**src/rtl/cpp_pkg.sv**
```systemverilog
// ----------------------------------------------------------------------------
// cpp_pkg: shared types and constants of the packed pixel converter
// Holds field widths, configuration register indexes, reset values, the
// configuration and queue entry structs, and the channel clamp function.
// ----------------------------------------------------------------------------
`default_nettype none

package cpp_pkg;

    // Field widths.
    localparam int IN_W      = 18;
    localparam int CH_W      = 16;
    localparam int BYTE_W    = 8;
    localparam int WEIGHT_W  = 9;
    localparam int CFG_IDX_W = 3;

    // Configuration register indexes.
    localparam logic [CFG_IDX_W-1:0] REG_GRAY_MODE   = 3'd0;
    localparam logic [CFG_IDX_W-1:0] REG_BLUE_FIRST  = 3'd1;
    localparam logic [CFG_IDX_W-1:0] REG_HAS_ALPHA   = 3'd2;
    localparam logic [CFG_IDX_W-1:0] REG_ALPHA_FIRST = 3'd3;
    localparam logic [CFG_IDX_W-1:0] REG_PREMULTIPLY = 3'd4;
    localparam logic [CFG_IDX_W-1:0] REG_LUMA_WR     = 3'd5;
    localparam logic [CFG_IDX_W-1:0] REG_LUMA_WG     = 3'd6;

    // Reset values of the luma weights.
    localparam logic [WEIGHT_W-1:0] LUMA_WR_RESET = 9'd76;
    localparam logic [WEIGHT_W-1:0] LUMA_WG_RESET = 9'd150;

    // Full weight: the three luma weights should add up to this.
    localparam logic [WEIGHT_W:0] WEIGHT_ONE = 10'd256;

    // Configuration as seen by the datapath.
    typedef struct packed {
        logic                gray_mode;
        logic                blue_first;
        logic                has_alpha;
        logic                alpha_first;
        logic                premultiply;
        logic [WEIGHT_W-1:0] luma_wr;
        logic [WEIGHT_W-1:0] luma_wg;
    } t_cfg;

    // One classified pixel waiting for byte emission.
    typedef struct packed {
        logic [BYTE_W-1:0] c0;
        logic [BYTE_W-1:0] c1;
        logic [BYTE_W-1:0] c2;
        logic [BYTE_W-1:0] luma;
        logic [BYTE_W-1:0] alpha;
    } t_entry;

    // Clamp a signed fixed point channel to 0..65535.
    function automatic logic [CH_W-1:0] clamp_channel(input logic [IN_W-1:0] v);
        logic [CH_W-1:0] res;
        if (v[IN_W-1]) begin
            res = '0;
        end else if (v[IN_W-2]) begin
            res = '1;
        end else begin
            res = v[CH_W-1:0];
        end
        return res;
    endfunction

endpackage

`default_nettype wire

```
**src/rtl/cpp_ifs.sv**
```systemverilog
// ----------------------------------------------------------------------------
// cpp_ifs: channel interfaces of the packed pixel converter
// Pixel input channel, byte output channel and configuration write channel,
// each with valid/ready handshake.
// ----------------------------------------------------------------------------
`default_nettype none

// RGBA pixel request channel.
interface cpp_pix_if;
    logic                          valid;
    logic                          ready;
    logic [cpp_pkg::IN_W-1:0]      red;
    logic [cpp_pkg::IN_W-1:0]      green;
    logic [cpp_pkg::IN_W-1:0]      blue;
    logic [cpp_pkg::IN_W-1:0]      alpha;

    modport source (output valid, red, green, blue, alpha, input ready);
    modport sink   (input valid, red, green, blue, alpha, output ready);
endinterface

// Packed byte result channel.
interface cpp_byte_if;
    logic                          valid;
    logic                          ready;
    logic [cpp_pkg::BYTE_W-1:0]    out_byte;
    logic                          last_byte;

    modport source (output valid, out_byte, last_byte, input ready);
    modport sink   (input valid, out_byte, last_byte, output ready);
endinterface

// Configuration register write channel.
interface cpp_cfg_if;
    logic                          valid;
    logic                          ready;
    logic [cpp_pkg::CFG_IDX_W-1:0] index;
    logic [cpp_pkg::WEIGHT_W-1:0]  data;

    modport source (output valid, index, data, input ready);
    modport sink   (input valid, index, data, output ready);
endinterface

`default_nettype wire

```
**src/rtl/color_to_packed_pixel.sv**
```systemverilog
// ----------------------------------------------------------------------------
// color_to_packed_pixel: RGBA pixel to packed 8-bit byte stream
// Converts one fixed point RGBA pixel into 1 to 4 bytes: gray or RGB/BGR,
// optional alpha first or last, optional premultiply by alpha.
// ----------------------------------------------------------------------------
//
//  Channel  Direction  Handshake     Carries
//  i_pix    in         valid/ready   red, green, blue, alpha (18-bit signed)
//  o_byte   out        valid/ready   out_byte (8 bits), last_byte
//  i_cfg    in         valid/ready   register index (3 bits), data (9 bits)
//
// A pixel yields 1 to 4 bytes at the byte sequencer, which emits one byte each
// cycle while the output is not held; the front accepts one pixel a cycle when not stalled.
// A pixel passes the front stages, the queue and the output register in that order.
// Reset is synchronous and active low; it empties the pipeline and the queue
// and loads the register reset values. The front stalls only when the queue
// is full; the sequencer stalls only when the output register is held.
// ----------------------------------------------------------------------------
`default_nettype none

module color_to_packed_pixel #(
    parameter int QUEUE_DEPTH = 4
) (
    input  wire logic i_clk,
    input  wire logic i_rst_n,
    cpp_pix_if.sink   i_pix,
    cpp_byte_if.source o_byte,
    cpp_cfg_if.sink   i_cfg
);

    cpp_pkg::t_cfg   r_cfg;
    cpp_pkg::t_entry w_push_entry, w_head_entry;
    logic            w_push, w_pop, w_full, w_head_valid;

    // Configuration registers; writes are always taken.
    assign i_cfg.ready = 1'b1;

    always_ff @(posedge i_clk) begin
        if (!i_rst_n) begin
            r_cfg.gray_mode   <= 1'b0;
            r_cfg.blue_first  <= 1'b0;
            r_cfg.has_alpha   <= 1'b1;
            r_cfg.alpha_first <= 1'b0;
            r_cfg.premultiply <= 1'b0;
            r_cfg.luma_wr     <= cpp_pkg::LUMA_WR_RESET;
            r_cfg.luma_wg     <= cpp_pkg::LUMA_WG_RESET;
        end else if (i_cfg.valid) begin
            case (i_cfg.index)
                cpp_pkg::REG_GRAY_MODE:   r_cfg.gray_mode   <= i_cfg.data[0];
                cpp_pkg::REG_BLUE_FIRST:  r_cfg.blue_first  <= i_cfg.data[0];
                cpp_pkg::REG_HAS_ALPHA:   r_cfg.has_alpha   <= i_cfg.data[0];
                cpp_pkg::REG_ALPHA_FIRST: r_cfg.alpha_first <= i_cfg.data[0];
                cpp_pkg::REG_PREMULTIPLY: r_cfg.premultiply <= i_cfg.data[0];
                cpp_pkg::REG_LUMA_WR:     r_cfg.luma_wr     <= i_cfg.data;
                cpp_pkg::REG_LUMA_WG:     r_cfg.luma_wg     <= i_cfg.data;
                default: ;
            endcase
        end
    end

    // Front: clamp, premultiply and luma pipeline.
    cpp_front u_front (
        .i_clk   (i_clk),
        .i_rst_n (i_rst_n),
        .i_pix   (i_pix),
        .i_cfg   (r_cfg),
        .i_full  (w_full),
        .o_push  (w_push),
        .o_entry (w_push_entry)
    );

    // Queue between the front and the sequencer.
    cpp_queue #(
        .DEPTH (QUEUE_DEPTH)
    ) u_queue (
        .i_clk   (i_clk),
        .i_rst_n (i_rst_n),
        .i_push  (w_push),
        .i_entry (w_push_entry),
        .i_pop   (w_pop),
        .o_valid (w_head_valid),
        .o_full  (w_full),
        .o_entry (w_head_entry)
    );

    // Back: byte sequencer.
    cpp_back u_back (
        .i_clk   (i_clk),
        .i_rst_n (i_rst_n),
        .i_cfg   (r_cfg),
        .i_valid (w_head_valid),
        .i_entry (w_head_entry),
        .o_pop   (w_pop),
        .o_byte  (o_byte)
    );

endmodule

`default_nettype wire

```
**src/rtl/cpp_front.sv**
```systemverilog
// ----------------------------------------------------------------------------
// cpp_front: pixel intake and arithmetic pipeline
// Clamps the channels, premultiplies by alpha, weights for luma and hands a
// finished entry with every candidate byte to the queue.
// ----------------------------------------------------------------------------
`default_nettype none

module cpp_front (
    input  wire logic             i_clk,
    input  wire logic             i_rst_n,
    cpp_pix_if.sink               i_pix,
    input  wire cpp_pkg::t_cfg    i_cfg,
    input  wire logic             i_full,
    output logic                  o_push,
    output cpp_pkg::t_entry       o_entry
);

    localparam int PROD_W = cpp_pkg::CH_W + cpp_pkg::WEIGHT_W;
    localparam int SUM_W  = PROD_W + 2;
    localparam int CH_W   = cpp_pkg::CH_W;
    localparam int BW     = cpp_pkg::BYTE_W;

    logic r_v1, r_v2, r_v3;
    logic w_en;

    // Stage 1 registers: clamped channels.
    logic [CH_W-1:0] r_r1, r_g1, r_b1;
    logic [BW-1:0]   r_a1;
    logic [CH_W-1:0] w_a_clamp;

    // Stage 2 registers: luma inputs and color bytes.
    logic [CH_W-1:0] r_lr2, r_lg2, r_lb2;
    logic [BW-1:0]   r_cr2, r_cg2, r_cb2, r_a2;

    // Stage 3 registers: weighted luma terms and color bytes.
    logic [PROD_W-1:0] r_yr3, r_yg3, r_yb3;
    logic [BW-1:0]     r_cr3, r_cg3, r_cb3, r_a3;

    logic [cpp_pkg::WEIGHT_W-1:0] w_ai;
    logic [PROD_W-1:0]            w_pr, w_pg, w_pb;
    logic                         w_pm;
    logic [cpp_pkg::WEIGHT_W:0]   w_wsum;
    logic [cpp_pkg::WEIGHT_W-1:0] w_wb;
    logic [SUM_W-1:0]             w_ysum;
    logic [BW-1:0]                w_luma;

    // The whole pipeline advances together unless a finished pixel is blocked.
    assign w_en        = !r_v3 || !i_full;
    assign i_pix.ready = w_en;
    assign o_push      = r_v3 && !i_full;

    always_ff @(posedge i_clk) begin
        if (!i_rst_n) begin
            r_v1 <= 1'b0;
            r_v2 <= 1'b0;
            r_v3 <= 1'b0;
        end else if (w_en) begin
            r_v1 <= i_pix.valid;
            r_v2 <= r_v1;
            r_v3 <= r_v2;
        end
    end

    // Stage 1: clamp each channel; alpha keeps its top byte.
    assign w_a_clamp = cpp_pkg::clamp_channel(i_pix.alpha);

    always_ff @(posedge i_clk) begin
        if (w_en) begin
            r_r1 <= cpp_pkg::clamp_channel(i_pix.red);
            r_g1 <= cpp_pkg::clamp_channel(i_pix.green);
            r_b1 <= cpp_pkg::clamp_channel(i_pix.blue);
            r_a1 <= w_a_clamp[CH_W-1 -: BW];
        end
    end

    // Stage 2: premultiply by alpha plus one when enabled.
    assign w_pm = i_cfg.has_alpha && i_cfg.premultiply;
    assign w_ai = {1'b0, r_a1} + cpp_pkg::WEIGHT_W'(1);
    assign w_pr = PROD_W'(r_r1) * PROD_W'(w_ai);
    assign w_pg = PROD_W'(r_g1) * PROD_W'(w_ai);
    assign w_pb = PROD_W'(r_b1) * PROD_W'(w_ai);

    always_ff @(posedge i_clk) begin
        if (w_en) begin
            r_lr2 <= w_pm ? w_pr[BW +: CH_W] : r_r1;
            r_lg2 <= w_pm ? w_pg[BW +: CH_W] : r_g1;
            r_lb2 <= w_pm ? w_pb[BW +: CH_W] : r_b1;
            r_cr2 <= w_pm ? w_pr[CH_W +: BW] : r_r1[CH_W-1 -: BW];
            r_cg2 <= w_pm ? w_pg[CH_W +: BW] : r_g1[CH_W-1 -: BW];
            r_cb2 <= w_pm ? w_pb[CH_W +: BW] : r_b1[CH_W-1 -: BW];
            r_a2  <= r_a1;
        end
    end

    // Stage 3: weight each luma input; blue takes what is left of the full weight.
    assign w_wsum = {1'b0, i_cfg.luma_wr} + {1'b0, i_cfg.luma_wg};
    assign w_wb   = (w_wsum > cpp_pkg::WEIGHT_ONE) ? '0
                  : cpp_pkg::WEIGHT_W'(cpp_pkg::WEIGHT_ONE - w_wsum);

    always_ff @(posedge i_clk) begin
        if (w_en) begin
            r_yr3 <= PROD_W'(r_lr2) * PROD_W'(i_cfg.luma_wr);
            r_yg3 <= PROD_W'(r_lg2) * PROD_W'(i_cfg.luma_wg);
            r_yb3 <= PROD_W'(r_lb2) * PROD_W'(w_wb);
            r_cr3 <= r_cr2;
            r_cg3 <= r_cg2;
            r_cb3 <= r_cb2;
            r_a3  <= r_a2;
        end
    end

    // Sum the luma terms and saturate to one byte.
    assign w_ysum = SUM_W'(r_yr3) + SUM_W'(r_yg3) + SUM_W'(r_yb3);
    assign w_luma = (|w_ysum[SUM_W-1:CH_W+BW]) ? '1 : w_ysum[CH_W +: BW];

    // Color bytes in emit order.
    always_comb begin
        o_entry.c0    = i_cfg.blue_first ? r_cb3 : r_cr3;
        o_entry.c1    = r_cg3;
        o_entry.c2    = i_cfg.blue_first ? r_cr3 : r_cb3;
        o_entry.luma  = w_luma;
        o_entry.alpha = r_a3;
    end

endmodule

`default_nettype wire

```
**src/rtl/cpp_queue.sv**
```systemverilog
// ----------------------------------------------------------------------------
// cpp_queue: short queue of classified pixels
// Decouples the arithmetic pipeline from the byte sequencer.
// ----------------------------------------------------------------------------
`default_nettype none

module cpp_queue #(
    parameter int DEPTH = 4
) (
    input  wire logic            i_clk,
    input  wire logic            i_rst_n,
    input  wire logic            i_push,
    input  wire cpp_pkg::t_entry i_entry,
    input  wire logic            i_pop,
    output logic                 o_valid,
    output logic                 o_full,
    output cpp_pkg::t_entry      o_entry
);

    localparam int PTR_W = (DEPTH > 1) ? $clog2(DEPTH) : 1;
    localparam int CNT_W = $clog2(DEPTH + 1);

    cpp_pkg::t_entry  r_mem [DEPTH];
    logic [PTR_W-1:0] r_wr_ptr, r_rd_ptr, n_wr_ptr, n_rd_ptr;
    logic [CNT_W-1:0] r_count, n_count;

    assign o_valid = (r_count != '0);
    assign o_full  = (r_count == CNT_W'(DEPTH));
    assign o_entry = r_mem[r_rd_ptr];

    // Pointer and fill count update.
    always_comb begin
        n_wr_ptr = r_wr_ptr;
        n_rd_ptr = r_rd_ptr;
        n_count  = r_count;
        if (i_push) begin
            n_wr_ptr = (r_wr_ptr == PTR_W'(DEPTH - 1)) ? '0 : r_wr_ptr + PTR_W'(1);
        end
        if (i_pop) begin
            n_rd_ptr = (r_rd_ptr == PTR_W'(DEPTH - 1)) ? '0 : r_rd_ptr + PTR_W'(1);
        end
        if (i_push && !i_pop) begin
            n_count = r_count + CNT_W'(1);
        end else if (!i_push && i_pop) begin
            n_count = r_count - CNT_W'(1);
        end
    end

    always_ff @(posedge i_clk) begin
        if (!i_rst_n) begin
            r_wr_ptr <= '0;
            r_rd_ptr <= '0;
            r_count  <= '0;
        end else begin
            r_wr_ptr <= n_wr_ptr;
            r_rd_ptr <= n_rd_ptr;
            r_count  <= n_count;
        end
    end

    // Entry storage.
    always_ff @(posedge i_clk) begin
        if (i_push) begin
            r_mem[r_wr_ptr] <= i_entry;
        end
    end

endmodule

`default_nettype wire

```
**src/rtl/cpp_back.sv**
```systemverilog
// ----------------------------------------------------------------------------
// cpp_back: byte sequencer
// Walks through the bytes of the pixel at the head of the queue, one a cycle
// while the output is not held, into a registered output stage.
// ----------------------------------------------------------------------------
`default_nettype none

module cpp_back (
    input  wire logic            i_clk,
    input  wire logic            i_rst_n,
    input  wire cpp_pkg::t_cfg   i_cfg,
    input  wire logic            i_valid,
    input  wire cpp_pkg::t_entry i_entry,
    output logic                 o_pop,
    cpp_byte_if.source           o_byte
);

    localparam int BW = cpp_pkg::BYTE_W;

    logic [1:0]    r_idx, n_idx;
    logic          r_out_v;
    logic [BW-1:0] r_out_byte;
    logic          r_out_last;

    logic [2:0]    w_count;
    logic          w_lead;
    logic          w_last;
    logic          w_load;
    logic [1:0]    w_cidx;
    logic [BW-1:0] w_color;
    logic [BW-1:0] w_sel;

    // Bytes of this pixel: one luma or three colors, plus alpha if present.
    assign w_count = (i_cfg.gray_mode ? 3'd1 : 3'd3) + {2'b00, i_cfg.has_alpha};
    assign w_lead  = i_cfg.has_alpha && i_cfg.alpha_first;
    assign w_last  = ({1'b0, r_idx} == (w_count - 3'd1));
    assign w_load  = i_valid && (!r_out_v || o_byte.ready);
    assign o_pop   = w_load && w_last;

    // Pick the byte at the current position.
    assign w_cidx = w_lead ? (r_idx - 2'd1) : r_idx;

    always_comb begin
        case (w_cidx)
            2'd0:    w_color = i_entry.c0;
            2'd1:    w_color = i_entry.c1;
            2'd2:    w_color = i_entry.c2;
            default: w_color = i_entry.c2;
        endcase
        if (i_cfg.gray_mode) begin
            w_color = i_entry.luma;
        end
        if (w_lead && r_idx == 2'd0) begin
            w_sel = i_entry.alpha;
        end else if (!w_lead && i_cfg.has_alpha && w_last) begin
            w_sel = i_entry.alpha;
        end else begin
            w_sel = w_color;
        end
    end

    assign n_idx = w_last ? 2'd0 : r_idx + 2'd1;

    // Position counter and output valid.
    always_ff @(posedge i_clk) begin
        if (!i_rst_n) begin
            r_idx   <= 2'd0;
            r_out_v <= 1'b0;
        end else begin
            if (w_load) begin
                r_idx   <= n_idx;
                r_out_v <= 1'b1;
            end else if (o_byte.ready) begin
                r_out_v <= 1'b0;
            end
        end
    end

    // Output payload register.
    always_ff @(posedge i_clk) begin
        if (w_load) begin
            r_out_byte <= w_sel;
            r_out_last <= w_last;
        end
    end

    assign o_byte.valid     = r_out_v;
    assign o_byte.out_byte  = r_out_byte;
    assign o_byte.last_byte = r_out_last;

endmodule

`default_nettype wire

```
**src/flat_wrapper.sv**
```systemverilog
// flat-port wrapper written by rule: the top's interface ports become plain ports
module color_to_packed_pixel_flat 
#(
    parameter int QUEUE_DEPTH = 4
)
  (i_clk, i_rst_n, i_pix_valid, i_pix_red, i_pix_green, i_pix_blue, i_pix_alpha, i_pix_ready, o_byte_valid, o_byte_out_byte, o_byte_last_byte, o_byte_ready, i_cfg_valid, i_cfg_index, i_cfg_data, i_cfg_ready);
  cpp_pix_if i_pix_i ();
  cpp_byte_if o_byte_i ();
  cpp_cfg_if i_cfg_i ();
  input  wire logic i_clk;
  input  wire logic i_rst_n;
  input wire logic [$bits(i_pix_i.valid)-1:0] i_pix_valid;
  input wire logic [$bits(i_pix_i.red)-1:0] i_pix_red;
  input wire logic [$bits(i_pix_i.green)-1:0] i_pix_green;
  input wire logic [$bits(i_pix_i.blue)-1:0] i_pix_blue;
  input wire logic [$bits(i_pix_i.alpha)-1:0] i_pix_alpha;
  output wire logic [$bits(i_pix_i.ready)-1:0] i_pix_ready;
  output wire logic [$bits(o_byte_i.valid)-1:0] o_byte_valid;
  output wire logic [$bits(o_byte_i.out_byte)-1:0] o_byte_out_byte;
  output wire logic [$bits(o_byte_i.last_byte)-1:0] o_byte_last_byte;
  input wire logic [$bits(o_byte_i.ready)-1:0] o_byte_ready;
  input wire logic [$bits(i_cfg_i.valid)-1:0] i_cfg_valid;
  input wire logic [$bits(i_cfg_i.index)-1:0] i_cfg_index;
  input wire logic [$bits(i_cfg_i.data)-1:0] i_cfg_data;
  output wire logic [$bits(i_cfg_i.ready)-1:0] i_cfg_ready;
  assign i_pix_i.valid = i_pix_valid;
  assign i_pix_i.red = i_pix_red;
  assign i_pix_i.green = i_pix_green;
  assign i_pix_i.blue = i_pix_blue;
  assign i_pix_i.alpha = i_pix_alpha;
  assign i_pix_ready = i_pix_i.ready;
  assign o_byte_valid = o_byte_i.valid;
  assign o_byte_out_byte = o_byte_i.out_byte;
  assign o_byte_last_byte = o_byte_i.last_byte;
  assign o_byte_i.ready = o_byte_ready;
  assign i_cfg_i.valid = i_cfg_valid;
  assign i_cfg_i.index = i_cfg_index;
  assign i_cfg_i.data = i_cfg_data;
  assign i_cfg_ready = i_cfg_i.ready;
  color_to_packed_pixel #(.QUEUE_DEPTH(QUEUE_DEPTH)) u_core (.i_clk(i_clk), .i_rst_n(i_rst_n), .i_pix(i_pix_i), .o_byte(o_byte_i), .i_cfg(i_cfg_i));
endmodule
```
**config.mk**
```make
export PLATFORM = sky130hd
export DESIGN_NAME = color_to_packed_pixel_flat
export DESIGN_NICKNAME = d
export VERILOG_FILES = /design/src/rtl/cpp_pkg.sv /design/src/rtl/cpp_ifs.sv /design/src/rtl/color_to_packed_pixel.sv /design/src/rtl/cpp_front.sv /design/src/rtl/cpp_queue.sv /design/src/rtl/cpp_back.sv /design/src/flat_wrapper.sv
export SDC_FILE = /design/constraint.sdc
export NUM_CORES = 2
export LEC_CHECK = 0
export BUFFER_PORTS_ARGS = -buffer_cell sky130_fd_sc_hd__buf_2
export CAP_MARGIN = 20
export CORE_UTILIZATION = 45
export CTS_BUF_LIST = sky130_fd_sc_hd__clkbuf_16
export DETAILED_ROUTE_END_ITERATION = 10
export SYNTH_ARGS = -nofsm -noshare
export SYNTH_HDL_FRONTEND = slang
export SYNTH_SLANG_ARGS = --single-unit
```
**constraint.sdc**
```tcl
create_clock -name i_clk -period 20.1 [get_ports i_clk]
set_clock_uncertainty 0.15 [all_clocks]
set_input_delay 4.02 -clock i_clk [delete_from_list [all_inputs] [get_ports i_clk]]
set_output_delay 4.02 -clock i_clk [all_outputs]
set_load 0.01 [all_outputs]
```
==> impl_results.md <==
- Worst Path Required: 20400 ps
- Num rows: between 100 and 150
- Synth Flop Type: edfxtp_1
- Tot GR Track Use: approximately a fifth
- Worst min-delay path class: reg2reg
- Total of max-cap violations: 0
- EDFF count, synth: just under 400
- Largest net degree at the start of global routing: 154
- Relative slew margins: 31.3%
- CTS tree: yes
- Final std cells w/o fill: between 5000 and 6000
- Nets: a little over 5000
- CP Class: reg2reg
- Asr flop ratio synth: 0%
- Max incr delay on CP: approximately 820 ps
- CTS Buf Count: ~50
- Number of remaining DRC errors: 0
- Share of the synthesized area in the top cell type: ~28%
- Hold Buf Count CTS: 0
- Vias after detailed routing: roughly 28000
- Post-DP Area: between 0.04 and 0.05 sq mm
- RSZ-0062 raised after global routing: no
- Total core area: around 0.095 sq mm
- H-tree depth: 2
- DR pass1 iterations: 7
- Leakage: 20.9 nW
- Synth Area in XOR/XNOR: under 10%
- Final setup fails: 0
- Placer Congestion: 0.825
- Post-Synth Adder-Cell Area: between 30% and 40%
- Global route overflow: 0
- CTS Buffer Depth: 3
- TritonCTS Sinks: 426
- Fmax: roughly 110 MHz
- Synth warn: 0
- Simple-Gate Fraction of Synth Area: approximately 16%
- Worst-skew pair later-pin latency: ~670 ps
- Register area share after synthesis: between 20% and 30%
- Syn nets: roughly 5200
- Post-CTS Setup Inserts: 0
- Final Instance Area: between 0.04 and 0.05 sq mm
- Avg Inst Size Synth: about 10 sq um
- Final setup TNS: 0 ps
- Most used cell, CP: fa_1
- Synthesized area: between 0.04 and 0.05 sq mm
- Placed cells: approximately 5400
- CP Launch Type: flip-flop
- Outcome: finished clean
- Multiplexer share of the synthesized area: just over 3%
- Main combinational cell family by area after synthesis: adder cells
- Initial antenna violation count: 2
- Final period util: 45.3%
- DIE AREA: just under 0.1 sq mm
- Post-cts resize count: 0
- Final Hold Fails: 0
- Initial Util: a little under half
- Via density: just over 5
- DRT Wirelength: 96.9 mm
- Worst vdd ir: between 90 and 100 uV
- Complex-gate fraction of the synthesized area: under 10%
- Number of global-route vias before repair: between 20000 and 30000
- CP Max Fanout: 103
- Worst EP arrival: about 9400 ps
- Routed WL per cell: around 18 um
- Synthesized flop and latch total: approximately 430
- ANT cells: 0
- Hold slack: between 200 and 300 ps
- Tot Pwr: 4.87 mW
- I/O Pins: about 100
- Routed Antenna Nets: 0
- Dpl hpwl: between 70 and 80 mm
- CTS root buffer: clkbuf_16
- Port Buffers: between 90 and 100
- Pwr dens: 105 mW/mm^2
- Yosys top cell by area: fa_1
- Clock period minus worst slack: between 9000 and 10000 ps
- Iteration-0 DRC Markers: about 1500
- Layout area overhead: 7.58%
- CP max-delay cell: dfxtp_1
- Syn Inst Count: roughly 4200
- Area contributors post-synth: fa_1 28%, edfxtp_1 27%, ha_1 8.5%
- Die Ht: 312 um
- Max Slew Vio Count: 0
- Worst Tran Pin Value: approximately 1000 ps
- First-pass GRT wire length: ~160 mm
- Critical Path End Type: flip-flop
- Synth unique cells: slightly above 70
- Layout cells sized above 1: 7.16%
- Die Wd: about 310 um
- Clk slew on worst S/H paths: ~60 ps
-- logic make-up after synthesis --
kind of cell	count (synthesis)
AOI/OAI and AO/OA	363
xor gates and xnor gates	117
adders and majority gates	908
buffers and inverters	881
DFF	426
muxes	81
other	1
and+or+nand+nor	1394
-- where the power goes --
group          internal [mW]  switching (mW)  leakage (nW)
registers               1.22           0.124          4.27
clock network          0.513           0.389         0.802
logic                   1.11            1.51          15.9
-- cells in the final DEF (no fill, tap or decap), types with 67 or more instances in the layout --
cell / synthesis / routed
and2_1: 315 / 311
xnor2_1: 70 / 67
inv_1: 679 / 686
edfxtp_1: 388 / 388
a21oi_1: 91 / 91
ha_1: 294 / 294
nand2_1: 501 / 500
o21ai_0: 84 / 84
buf_2: 8 / 91
nor2_1: 222 / 222
fa_1: 614 / 614
nand3_1: 103 / 102
-- layout make-up --
type / count / area, sq um
fillers: 8754 / 48600
inverters: 679 / 2550
well taps: 1265 / 1580
repair buffers: 129 / 757
flip-flops and latches: 426 / 12400
clock buffers: 49 / 1230
multi-input cells: 2864 / 27600
clock inverters: 43 / 393
-- flip-flops by register name, summed over array words and instances, names as in the netlist, 16 cells and up, named ones only --
register	cells
u_core.u_front.r_lg2	16
u_core.u_front.r_yr3	25
u_core.u_front.r_yb3	25
u_core.u_front.r_b1	16
u_core.u_front.r_lb2	16
u_core.u_front.r_lr2	16
u_core.u_front.r_yg3	25
u_core.r_cfg	23
u_core.u_front.r_r1	16
u_core.u_queue.r_mem	160
u_core.u_front.r_g1	16
-- worst max-delay path, delay by kind of cell (launching register included) --
family | cells | cell delay (ps)
adder cells (fa/ha/maj) | 7 | 3140
AO/OA/AOI/OAI | 9 | 2160
AND/OR/NAND/NOR | 6 | 1460
buffers and inverters | 5 | 900
flip-flops | 1 | 820
XOR/XNOR | 1 | 210
-- per-stage QoR --
stage | setup WS [ps] | util [%]
finish | 11000 | 48.9
global route | 10350 | 48.9
CTS | 11050 | 48.9
detailed placement | 11020 | 47.2
global placement | 11070 | 47.2
floorplan | 10190 | -
-- Yosys cell counts, types with 23 or more instances --
cell type	n
fa_1	614
and2_1	315
o21ai_0	84
nand2_1	501
and3_1	57
nand2b_1	62
inv_1	679
nor3_1	25
ha_1	294
xnor2_1	70
nor2b_1	32
a21oi_1	91
o21a_1	23
dfxtp_1	38
buf_1	45
xor2_1	47
a21o_1	28
nor2_1	222
edfxtp_1	388
clkbuf_1	146
nand3_1	103
mux4_2	40
-- layer usage --
metal	wire length (um)	global-route usage (%)	vias to the layer above
met5	0	0	-
met2	45600	34.1	515
met3	4230	2.50	107
met4	1840	4.92	0
li1	-	-	13300
met1	45200	29.0	14300
-- final timing paths --
check	startpoint	end	slack, ps	cells past startpoint
max	u_core.r_cfg[9]	u_core.u_front.r_yb3[23]	11000	28
min	u_core.u_front.r_a2[0]	u_core.u_front.r_a3[0]	270	0
max reg2reg	u_core.r_cfg[9]	u_core.u_front.r_yb3[23]	11000	28
min reg2reg	u_core.u_front.r_a2[0]	u_core.u_front.r_a3[0]	270	0
Note: power is estimated with default switching activity, not from simulation.
